==> src/rtl/lcd_sync_timing_generator_top_assert.svh <==
// assertion macros for the lcd sync timing generator
// each macro takes a label, a reset, an antecedent, a consequent and a message
`ifndef LCD_SYNC_TIMING_GENERATOR_TOP_ASSERT_SVH
`define LCD_SYNC_TIMING_GENERATOR_TOP_ASSERT_SVH
`ifndef SYNTHESIS
// same-cycle implication
`define LCDSTG_ASSERT_NOW(label, reset, cond, prop, msg) \
  label: assert property (@(posedge clk) disable iff (reset) (cond) |-> (prop)) \
    else $error(msg);
// next-cycle implication
`define LCDSTG_ASSERT_NEXT(label, reset, cond, prop, msg) \
  label: assert property (@(posedge clk) disable iff (reset) (cond) |=> (prop)) \
    else $error(msg);
`else
`define LCDSTG_ASSERT_NOW(label, reset, cond, prop, msg)
`define LCDSTG_ASSERT_NEXT(label, reset, cond, prop, msg)
`endif
`endif

==> src/rtl/lcdstg_pkg.sv <==
package lcdstg_pkg;

  // configuration register file
  localparam int REG_W     = 12;
  localparam int NUM_REGS  = 8;
  localparam int REG_IDX_W = 3;

  typedef logic [REG_W-1:0]     reg_t;
  typedef logic [REG_IDX_W-1:0] reg_idx_t;

  // register indexes
  localparam reg_idx_t REG_LINE_TOTAL    = 3'd0;
  localparam reg_idx_t REG_HSYNC_WIDTH   = 3'd1;
  localparam reg_idx_t REG_H_BACK_PORCH  = 3'd2;
  localparam reg_idx_t REG_ACTIVE_WIDTH  = 3'd3;
  localparam reg_idx_t REG_FRAME_TOTAL   = 3'd4;
  localparam reg_idx_t REG_VSYNC_WIDTH   = 3'd5;
  localparam reg_idx_t REG_V_BACK_PORCH  = 3'd6;
  localparam reg_idx_t REG_ACTIVE_HEIGHT = 3'd7;

  // register reset values
  localparam reg_t RST_LINE_TOTAL    = 12'd525;
  localparam reg_t RST_HSYNC_WIDTH   = 12'd41;
  localparam reg_t RST_H_BACK_PORCH  = 12'd2;
  localparam reg_t RST_ACTIVE_WIDTH  = 12'd480;
  localparam reg_t RST_FRAME_TOTAL   = 12'd286;
  localparam reg_t RST_VSYNC_WIDTH   = 12'd10;
  localparam reg_t RST_V_BACK_PORCH  = 12'd2;
  localparam reg_t RST_ACTIVE_HEIGHT = 12'd272;

  // one timing sample
  typedef struct packed {
    logic vsync_n;
    logic hsync_n;
    logic data_enable;
    logic line_end;
    logic frame_end;
  } sync_t;

endpackage

==> src/rtl/lcdstg_if.sv <==
// tick request channel
interface lcdstg_tick_if;
  logic valid;
  logic ready;
  logic tick;
  modport source (output valid, output tick, input ready);
  modport sink   (input valid, input tick, output ready);
endinterface

// timing sample channel
interface lcdstg_sync_if;
  logic valid;
  logic ready;
  logic vsync_n;
  logic hsync_n;
  logic data_enable;
  logic line_end;
  logic frame_end;
  modport source (output valid, output vsync_n, output hsync_n, output data_enable,
                  output line_end, output frame_end, input ready);
  modport sink   (input valid, input vsync_n, input hsync_n, input data_enable,
                  input line_end, input frame_end, output ready);
endinterface

// configuration write channel
interface lcdstg_cfg_if import lcdstg_pkg::*; ();
  logic     valid;
  logic     ready;
  reg_idx_t index;
  reg_t     data;
  modport source (output valid, output index, output data, input ready);
  modport sink   (input valid, input index, input data, output ready);
endinterface

==> src/rtl/lcd_sync_timing_generator_top.sv <==
// output: a sample appears on timing in the cycle after its tick request is taken
// throughput: one request per cycle; the position advance and window compares
//   are combinational, and a new request is taken in the same cycle the
//   previous sample leaves, so input stalls only while a sample waits at the output
// reset: rst is synchronous, active high; counters clear, registers take defaults
`include "lcd_sync_timing_generator_top_assert.svh"

module lcd_sync_timing_generator_top import lcdstg_pkg::*; #(
  parameter int COUNT_BITS = 12
) (
  input  logic          clk,
  input  logic          rst,
  lcdstg_tick_if.sink   step,
  lcdstg_sync_if.source timing,
  lcdstg_cfg_if.sink    cfg
);

  // compare width holds position + 1 and porch + count without loss
  localparam int CMP_W = ((COUNT_BITS > REG_W) ? COUNT_BITS : REG_W) + 1;

  typedef logic [CMP_W-1:0] cmp_t;

  reg_t line_total, hsync_width, h_back_porch, active_width;
  reg_t frame_total, vsync_width, v_back_porch, active_height;

  logic [COUNT_BITS-1:0] h_position, v_position;
  logic [COUNT_BITS-1:0] h_position_next, v_position_next;

  sync_t result, sample;
  logic  out_valid;
  logic  accept;

  cmp_t h_ext, v_ext, h_inc, v_inc;
  logic active_line, active_clk, last_clk, last_line;

  // configuration writes, always ready
  assign cfg.ready = 1'b1;

  always_ff @(posedge clk) begin
    if (rst) begin
      line_total    <= RST_LINE_TOTAL;
      hsync_width   <= RST_HSYNC_WIDTH;
      h_back_porch  <= RST_H_BACK_PORCH;
      active_width  <= RST_ACTIVE_WIDTH;
      frame_total   <= RST_FRAME_TOTAL;
      vsync_width   <= RST_VSYNC_WIDTH;
      v_back_porch  <= RST_V_BACK_PORCH;
      active_height <= RST_ACTIVE_HEIGHT;
    end else if (cfg.valid) begin
      case (cfg.index)
        REG_LINE_TOTAL:    line_total    <= cfg.data;
        REG_HSYNC_WIDTH:   hsync_width   <= cfg.data;
        REG_H_BACK_PORCH:  h_back_porch  <= cfg.data;
        REG_ACTIVE_WIDTH:  active_width  <= cfg.data;
        REG_FRAME_TOTAL:   frame_total   <= cfg.data;
        REG_VSYNC_WIDTH:   vsync_width   <= cfg.data;
        REG_V_BACK_PORCH:  v_back_porch  <= cfg.data;
        REG_ACTIVE_HEIGHT: active_height <= cfg.data;
        default: ;
      endcase
    end
  end

  // request handshake: take a new tick unless a sample is stuck at the output
  assign step.ready = !out_valid || timing.ready;
  assign accept     = step.valid && step.ready;

  // window compares at the current position
  always_comb begin
    h_ext = cmp_t'(h_position);
    v_ext = cmp_t'(v_position);
    h_inc = h_ext + cmp_t'(1);
    v_inc = v_ext + cmp_t'(1);

    active_line = (v_ext >= cmp_t'(v_back_porch)) &&
                  (v_ext < (cmp_t'(v_back_porch) + cmp_t'(active_height)));
    active_clk  = (h_ext >= cmp_t'(h_back_porch)) &&
                  (h_ext < (cmp_t'(h_back_porch) + cmp_t'(active_width)));
    last_clk    = h_inc >= cmp_t'(line_total);
    last_line   = v_inc >= cmp_t'(frame_total);

    result.vsync_n     = !(v_ext < cmp_t'(vsync_width));
    result.hsync_n     = !(h_ext < cmp_t'(hsync_width));
    result.data_enable = active_line && active_clk;
    result.line_end    = last_clk;
    result.frame_end   = last_clk && last_line;
  end

  // position advance, wrapping at the totals
  always_comb begin
    h_position_next = h_position;
    v_position_next = v_position;
    if (step.tick) begin
      if (last_clk) begin
        h_position_next = '0;
        v_position_next = last_line ? '0 : v_inc[COUNT_BITS-1:0];
      end else begin
        h_position_next = h_inc[COUNT_BITS-1:0];
      end
    end
  end

  always_ff @(posedge clk) begin
    if (rst) begin
      h_position <= '0;
      v_position <= '0;
    end else if (accept) begin
      h_position <= h_position_next;
      v_position <= v_position_next;
    end
  end

  // output register
  always_ff @(posedge clk) begin
    if (rst) begin
      out_valid <= 1'b0;
    end else if (accept) begin
      out_valid <= 1'b1;
    end else if (timing.ready) begin
      out_valid <= 1'b0;
    end
  end

  always_ff @(posedge clk) begin
    if (accept) begin
      sample <= result;
    end
  end

  assign timing.valid       = out_valid;
  assign timing.vsync_n     = sample.vsync_n;
  assign timing.hsync_n     = sample.hsync_n;
  assign timing.data_enable = sample.data_enable;
  assign timing.line_end    = sample.line_end;
  assign timing.frame_end   = sample.frame_end;

  // checks
  `LCDSTG_ASSERT_NEXT(a_accept_gives_sample, rst, accept, out_valid,
    "accepted request left no sample")
  `LCDSTG_ASSERT_NEXT(a_line_wrap, rst, accept && step.tick && last_clk, h_position == '0,
    "line did not wrap after its last clock")
  `LCDSTG_ASSERT_NEXT(a_frame_wrap, rst, accept && step.tick && last_clk && last_line,
    v_position == '0, "frame did not wrap after its last clock")
  `LCDSTG_ASSERT_NEXT(a_hold_without_tick, rst, accept && !step.tick,
    $stable(h_position) && $stable(v_position), "position moved without a tick")
  `LCDSTG_ASSERT_NOW(a_frame_end_on_line_end, rst, out_valid,
    !timing.frame_end || timing.line_end, "frame end without line end")

endmodule

==> src/flat_wrapper.sv <==
// flat-port wrapper written by rule: the top's interface ports become plain ports
module lcd_sync_timing_generator_top_flat import lcdstg_pkg::*;
#(
  parameter int COUNT_BITS = 12
)
  (clk, rst, step_valid, step_tick, step_ready, timing_valid, timing_vsync_n, timing_hsync_n, timing_data_enable, timing_line_end, timing_frame_end, timing_ready, cfg_valid, cfg_index, cfg_data, cfg_ready);
  lcdstg_tick_if step_i ();
  lcdstg_sync_if timing_i ();
  lcdstg_cfg_if cfg_i ();
  input  logic clk;
  input  logic rst;
  input wire logic [$bits(step_i.valid)-1:0] step_valid;
  input wire logic [$bits(step_i.tick)-1:0] step_tick;
  output wire logic [$bits(step_i.ready)-1:0] step_ready;
  output wire logic [$bits(timing_i.valid)-1:0] timing_valid;
  output wire logic [$bits(timing_i.vsync_n)-1:0] timing_vsync_n;
  output wire logic [$bits(timing_i.hsync_n)-1:0] timing_hsync_n;
  output wire logic [$bits(timing_i.data_enable)-1:0] timing_data_enable;
  output wire logic [$bits(timing_i.line_end)-1:0] timing_line_end;
  output wire logic [$bits(timing_i.frame_end)-1:0] timing_frame_end;
  input wire logic [$bits(timing_i.ready)-1:0] timing_ready;
  input wire logic [$bits(cfg_i.valid)-1:0] cfg_valid;
  input wire logic [$bits(cfg_i.index)-1:0] cfg_index;
  input wire logic [$bits(cfg_i.data)-1:0] cfg_data;
  output wire logic [$bits(cfg_i.ready)-1:0] cfg_ready;
  assign step_i.valid = step_valid;
  assign step_i.tick = step_tick;
  assign step_ready = step_i.ready;
  assign timing_valid = timing_i.valid;
  assign timing_vsync_n = timing_i.vsync_n;
  assign timing_hsync_n = timing_i.hsync_n;
  assign timing_data_enable = timing_i.data_enable;
  assign timing_line_end = timing_i.line_end;
  assign timing_frame_end = timing_i.frame_end;
  assign timing_i.ready = timing_ready;
  assign cfg_i.valid = cfg_valid;
  assign cfg_i.index = cfg_index;
  assign cfg_i.data = cfg_data;
  assign cfg_ready = cfg_i.ready;
  lcd_sync_timing_generator_top #(.COUNT_BITS(COUNT_BITS)) u_core (.clk(clk), .rst(rst), .step(step_i), .timing(timing_i), .cfg(cfg_i));
endmodule
==> config.mk <==
export PLATFORM = sky130hd
export DESIGN_NAME = lcd_sync_timing_generator_top_flat
export DESIGN_NICKNAME = d
export VERILOG_FILES = /design/src/rtl/lcdstg_pkg.sv /design/src/rtl/lcdstg_if.sv /design/src/rtl/lcd_sync_timing_generator_top.sv /design/src/flat_wrapper.sv
export VERILOG_INCLUDE_DIRS = /design/src /design/src/rtl
export SDC_FILE = /design/constraint.sdc
export NUM_CORES = 1
export LEC_CHECK = 0
export ABC_AREA = 1
export BUFFER_PORTS_ARGS = -buffer_cell sky130_fd_sc_hd__buf_2
export CORE_MARGIN = 3
export CORE_UTILIZATION = 40
export CTS_CLUSTER_DIAMETER = 40
export DETAILED_ROUTE_END_ITERATION = 12
export GPL_TIMING_DRIVEN = 0
export PLACE_DENSITY = 0.53
export SLEW_MARGIN = 10
export SYNTH_ARGS = -nofsm -noshare
export SYNTH_HDL_FRONTEND = slang
export SYNTH_SLANG_ARGS = --single-unit
==> constraint.sdc <==
create_clock -name clk -period 7.67 [get_ports clk]
set_clock_uncertainty 0.05 [all_clocks]
set_input_delay 1.534 -clock clk [delete_from_list [all_inputs] [get_ports clk]]
set_output_delay 1.534 -clock clk [all_outputs]
set_load 0.01 [all_outputs]
Yosys cells after proc, flatten, opt, wreduce, memory -nomap -nowiden
Index checks and enable logic that the tools add are counted.

Eq/ne operators: 7. $lt $le $gt $ge: 8. Reductions and logical operators: 21. Muxes and demuxes: 4. Add/subtract/negate cells: 4.

Operators with widths (number): adder 12 x 1 -> 13 bit (second input constant) (2); adder 12 x 12 -> 13 bit (2); >= comparator 13 x 12 -> 1 bit (2); < comparator 12 x 13 -> 1 bit (2); >= comparator 12 bit (2); < comparator 12 bit (2); 2-to-1 mux 12 bit (2); AND reduction 2 bit (9); == test 3 bit (second input constant) (4); == test 3 x 2 -> 1 bit (second input constant) (2); logical AND 1 bit (5); == test 3 x 1 -> 1 bit (second input constant) (1); zero test 1 bit (3); zero test 3 bit (1); AND reduction 3 bit (1); 2-to-1 mux 1 bit (2); nonzero test 2 bit (1); logical OR 1 bit (1).

Register bits after elaboration: 126. Bits of input ports: 21.

Logic depth before layout (Yosys ltp)
Gate-level depths: netlist of the first run.

Depth in word-level cells: 4. Mapped depth: 20. Depth with buffers taken out: 19.

Worst setup path before layout of the first run
OpenSTA, ideal clock, no wires.

Path kind: in2out. From: input port timing_ready. To: output port step_ready. Stages on the path: 2. Setup slack: 4418 ps. Arrival: 1668 ps. Path through: inv_1 nand2_1.

Cells in the longest elaborated chain, start to end: 1.

RTL lines: start, declared (RTL line flat_wrapper.sv:21) `input wire logic [$bits(timing_i.ready)-1:0] timing_ready;`; logical OR 1 bit (RTL line lcd_sync_timing_generator_top.sv:65) `assign step.ready = !out_valid || timing.ready;`; end, declared (RTL line flat_wrapper.sv:14) `output wire logic [$bits(step_i.ready)-1:0] step_ready;`.

Every way passes these cells.

Worst setup path after layout of the first run
Ends and elaborated chain as after synthesis.

==> flow_summary.json, run 1 <==
{
  "cp.depth": 4,
  "reg2reg_from": "u_core.h_back_porch[0]",
  "hold_viol": 0,
  "layout_min_cycle_time_ns": 3.47,
  "drt_iter0_markers": 425,
  "netlist_instances": 1178,
  "power-per-cell-area_nw_per_um2": 177,
  "fin_util": 0.461,
  "synth_edf_count": 5,
  "p_leak_nw": 4.50,
  "end_kind": "primary output",
  "crit_top_cell": "buf_2",
  "cts_resized": 0,
  "synth.cell_area_sq_um": 8370,
  "ys_seq_elements": 126,
  "dieArea_sq_um": 22700,
  "synth_cell_types": 41,
  "ys_seq_area_frac": 0.307,
  "fin_tns_setup_ns": 0,
  "gp_congestion": 0.821,
  "grt_start_max_net_pins": 17,
  "synth_ff_type": "dfxtp_1",
  "start_util": 0.410,
  "antenna_cells": 0,
  "final_cell_mix": "nand2_1, inv_1, nor2_1",
  "dp_hpwl_mm": 18.4,
  "placed_cells": 1473,
  "hold_slack_ns": 0.407,
  "peakVddDrop_mv": 0.148,
  "worst_pin_slew_ns": 0.758,
  "vias": 7563,
  "cts-htree-levels": 4,
  "synth.area.top_cells": "dfxtp_1, ha_1, nand2_1",
  "clk_path_buf_depth": 2,
  "die_x_microns": 151,
  "max_stage_delay_ns": 0.15,
  "hp-start": "u_core.hsync_width[7]",
  "crit_arrival_ns": 1.88,
  "hold_path_depth": 2,
  "layout-drive-gt1-share": 0.0607,
  "grt_usage": 0.227,
  "gr-total-overflow": 0,
  "crit_path_cell_trace": "buf_2, inv_1, nand2_1, buf_2",
  "grt_pass1_vias": 7212,
  "drtAntennaViolNets": 0,
  "crit_type": "in2out",
  "final_common_cell": "nand2_1",
  "clk_pin_slew_ns": 0.05,
  "clkSinkCount": 126,
  "critPathTopFamily": "buffers and inverters",
  "crit_fanout": 3,
  "synthArstFlopShare": 0,
  "cts_tree": "built",
  "cts-root-buf": "clkbuf_16",
  "portBuffers": 25,
  "synth_nets": 1319,
  "fmax_ghz": 0.288,
  "final_net_count": 1363,
  "status": "completed",
  "critPathBufInv": 3,
  "synth_top_area_cell": "dfxtp_1",
  "drtPass1Iterations": 4,
  "relSlewSlack": 0.495,
  "grt_pass1_wl_mm": 39.4,
  "pin_count": 29,
  "period_share": 0.452,
  "ctsHoldBuffers": 0,
  "worstSetupStartpoint": "timing_ready",
  "wl_mm": 24.7,
  "min_path_type": "reg2reg",
  "rsz0062_at_grt": "no",
  "cp.required_ns": 6.09,
  "rows": 52,
  "synthToLayoutAreaGrowth_pct": 12.5,
  "final_cells": 1505,
  "cts_made_buffers": 17,
  "total_power_mw": 1.66,
  "start_kind": "primary input",
  "finalMaxSlewViolations": 0,
  "synth_top_area_frac": 0.289,
  "cap_violations": 0,
  "r2r_cells": 15,
  "clk_latency_ns": 0.42,
  "die_h_microns": 151,
  "yosys_warnings": 0,
  "wl_per_cell_microns": 16.4,
  "antenna_found_initial": 0,
  "synth_area_per_cell_sq_um": 7.11,
  "post_cts_buffers": 0,
  "core_sq_um": 20400,
  "slowest_stage": "buf_2",
  "viasPerCell": 5.03,
  "final-setup-viol-count": 0,
  "post-route-drc-count": 0
}
## metal layers
metal  GRT usage  share of wire  up-vias
met5           0              0        -
met4      0.0494          0.012        0
met3      0.0376          0.025       18
met2       0.379           0.47       88
met1       0.309           0.49     3472
li1            -              -     3985
## power by group
group	total (mW)	switching, mW	internal [mW]
clock	0.807	0.294	0.513
combinational	0.167	0.113	0.0543
sequential	0.689	0.00972	0.679
total	1.66	0.417	1.25
## metrics by stage
step / setup slack [ns] / instance area (sq um)
2_1_floorplan: 4.42 / 8370
4_1_cts: 4.21 / 9420
5_1_grt: 4.13 / 9420
6_report: 4.20 / 9420
3_5_place_dp: 4.21 / 8830
3_3_place_gp: 4.21 / 8830
## tightest hold or removal path, delay by kind of cell (launching register included)
| family | cells | cell delay [ns] |
|---|---|---|
| flip-flops | 1 | 0.29 |
| AO/OA/AOI/OAI | 1 | 0.06 |
| buffers and inverters | 1 | 0.06 |
## final timing paths
path	end	slack (ns)
worst max-delay path	step_ready	4.20
worst min-delay path	u_core.hsync_width[7]	0.41
worst max register to register	u_core.timing.data_enable	4.43
worst min register to register	u_core.hsync_width[7]	0.41
## Yosys cell counts, types with 2 or more instances
cell and count:
nand2_1 224, inv_1 159, nor2_1 130, a21oi_1 127
dfxtp_1 121, ha_1 118, o21ai_0 90, nand3_1 41
clkbuf_1 25, nand4_1 23, xor2_1 22, o211ai_1 18
nor3_1 13, a21o_1 5, a31oi_1 5, edfxtp_1 5
nand3b_1 5, xnor2_1 5, buf_2 4, inv_2 4
o21bai_1 4, nand2_2 3, a21boi_0 2, and2_1 2
buf_4 2, buf_6 2, fa_1 2, nand3_2 2
nor2_4 2, o2111ai_1 2
## cell families after synthesis
kind of cell | after synthesis | synth area share
simple gates | 449 | 0.226
compound gates | 256 | 0.165
flops | 126 | 0.307
buf+inv | 199 | 0.0927
xor+xnor | 27 | 0.0283
fa+ha+maj | 120 | 0.181
other cells | 1 | 0.000448
## layout make-up
cell class,count,area (sq um)
buffer,35,160
clock buffer,27,503
clock inverter,5,80.1
fill,2192,11000
inverter,164,616
multi-input combinational,853,5020
sequential,126,2570
tap,270,338
timing repair buffer,25,125
Power figures use the tool's default switching activity.
==> run 2, diff against run 1 <==
ABC_AREA = 0   (was 1)
PLACE_DENSITY = 0.56   (was 0.53)
clock period = 3 ns   (was 7.67 ns; I/O delays follow)
==> flow_summary.json, run 2 <==
{
  "status": "finished with violations",
  "violations": "setup timing",
  "cts-htree-levels": 4,
  "period_share": 1.06,
  "wl_mm": 24.9,
  "layout-drive-gt1-share": 0.141,
  "pre_cts_ws_ns": -0.598,
  "viasPerCell": 5.38,
  "final_cells": 1402,
  "fin_util": 0.482,
  "gp_congestion": 0.819,
  "power-per-cell-area_nw_per_um2": 440,
  "worst_slack_ns": -0.189,
  "hold_viol": 0,
  "worst_pin_slew_ns": 0.806,
  "drtPass1Iterations": 5,
  "wl_per_cell_microns": 17.8,
  "synth.most_common_cell": "nand2_1",
  "rsz0062_at_grt": "yes",
  "synthTopCellsByCount": "nand2_1, a21oi_1, dfxtp_1, ha_1, inv_1",
  "portBuffers": 12,
  "synth.cell_area_sq_um": 8330,
  "placed_cells": 1350,
  "crit_fanout": 2,
  "vias": 7540,
  "cts-root-buf": "clkbuf_16",
  "die_x_microns": 150,
  "yosys_warnings": 0,
  "post-route-drc-count": 0,
  "min_path_type": "in2reg",
  "finalMaxSlewViolations": 0,
  "reg2reg_from": "u_core.h_back_porch[0]",
  "drt_iter0_markers": 484,
  "grt_usage": 0.220,
  "die_h_microns": 150,
  "fin_area_sq_um": 9810,
  "core_sq_um": 20400,
  "crit_type": "reg2reg",
  "pin_count": 29,
  "synth_cell_types": 61,
  "ctsHoldBuffers": 0,
  "clkSinkCount": 126,
  "place_area_sq_um": 8760,
  "synth.area.top_cells": "dfxtp_1, ha_1, nand2_1",
  "peakVddDrop_mv": 0.321,
  "fmax_ghz": 0.314,
  "drtAntennaViolNets": 0,
  "grt_pass1_vias": 6861,
  "synth_top_area_cell": "dfxtp_1",
  "synthArstFlopShare": 0,
  "worstSetupStartpoint": "u_core.h_back_porch[0]",
  "start_kind": "register",
  "routed-wl-met2_mm": 10.9,
  "p_leak_nw": 4.06,
  "cts_made_buffers": 17,
  "synth_edf_count": 5,
  "cp.required_ns": 3.11,
  "end_kind": "register",
  "clk_path_buf_depth": 2,
  "ys_seq_area_frac": 0.309,
  "final_net_count": 1260,
  "antenna_found_initial": 0,
  "dieArea_sq_um": 22600,
  "synth_nets": 1209,
  "netlist_instances": 1068,
  "clk_latency_ns": 0.42,
  "crit_arrival_ns": 3.30,
  "cts_tree": "built",
  "grt_pass1_wl_mm": 38.0,
  "ys_seq_elements": 126,
  "clk_pin_slew_ns": 0.06,
  "final_common_cell": "nand2_1",
  "rows": 52,
  "layout_min_cycle_time_ns": 3.19,
  "gr-total-overflow": 0,
  "dp_hpwl_mm": 17.5,
  "final_cell_mix": "nand2_1, a21oi_1, ha_1",
  "start_util": 0.409,
  "synthToLayoutAreaGrowth_pct": 17.8,
  "synth_area_per_cell_sq_um": 7.80,
  "cap_violations": 0,
  "met3WireLength_mm": 1.14,
  "relSlewSlack": 0.459,
  "synth_top_area_frac": 0.291,
  "synth_ff_type": "dfxtp_1",
  "antenna_cells": 0,
  "grt_start_max_net_pins": 17,
  "highest_layer": "met4",
  "wl_met1_mm": 12.4,
  "final-setup-viol-count": 1,
  "hp-start": "step_valid"
}
==> run 2: critical path, stage by stage (launching register included) <==
cell and delay, ns:
dfxtp_4 0.37, ha_4 0.14, inv_2 0.03, fa_2 0.33
nand2b_4 0.16, a21oi_4 0.19, o41ai_4 0.09, o21bai_1 0.19
a21oi_2 0.08, xor2_1 0.18, ha_2 0.31, o21ai_1 0.06
nand2b_1 0.07, a21oi_1 0.06, or3_1 0.36, a211oi_2 0.20
a211oi_2 0.05
==> run 2: timing repair <==
item                       4_1_cts  5_1_grt
pin swaps                       21       31
hold endpoints to repair         0        0
setup endpoints to repair       26       23
setup buffers                   16        7
cloned                           1        0
resized for setup               47       44
==> run 2: layer usage <==
layer,track usage,vias up
met2,0.342,170
met3,0.0325,28
met5,0,-
met1,0.320,3551
li1,-,3791
met4,0.0544,0
==> run 2: worst paths after layout <==
check / end / slack [ns] / cells after the start
worst max-delay path: u_core.timing.data_enable / -0.19 / 16
worst min-delay path: u_core.timing.valid / 0.38 / 3
worst max register to register: u_core.timing.data_enable / -0.19 / 16
worst min register to register: u_core.hsync_width[11] / 0.40 / 2
==> run 2: layout make-up <==
type	count	area [sq um]
Fill cell	1997	10600
Multi-Input combinational cell	792	5430
Sequential cell	126	2620
Clock buffer	23	509
Inverter	91	343
Tap cell	270	338
Buffer	55	268
Timing Repair Buffer	36	251
Clock inverter	9	57.6
==> run 2: power by group <==
part,switching [mW],internal [mW]
registers,0.0455,1.73
clock network,0.809,1.19
logic,0.336,0.209
==> run 2: cells by family after synthesis <==
kind of cell    after synthesis  share of synthesized area
simple gates                378                      0.209
compound gates              254                      0.187
buf+inv                     150                     0.0719
flops                       126                      0.309
fa+ha+maj                   120                      0.182
xor+xnor                     37                     0.0389
mux                           2                    0.00255
other cells                   1                   0.000450
==> run 2: through the flow <==
step | power, mW | hold WS (ns) | TNS, ns
after CTS | 4.31 | 0.370 | -0.290
after floorplan | 2.15 | 0.386 | -0.0644
after global routing | 4.48 | 0.387 | -0.696
final | 4.32 | 0.377 | -0.189
after detailed placement | 2.32 | 0.397 | -10.04
after global placement | 2.31 | 0.392 | -9.67
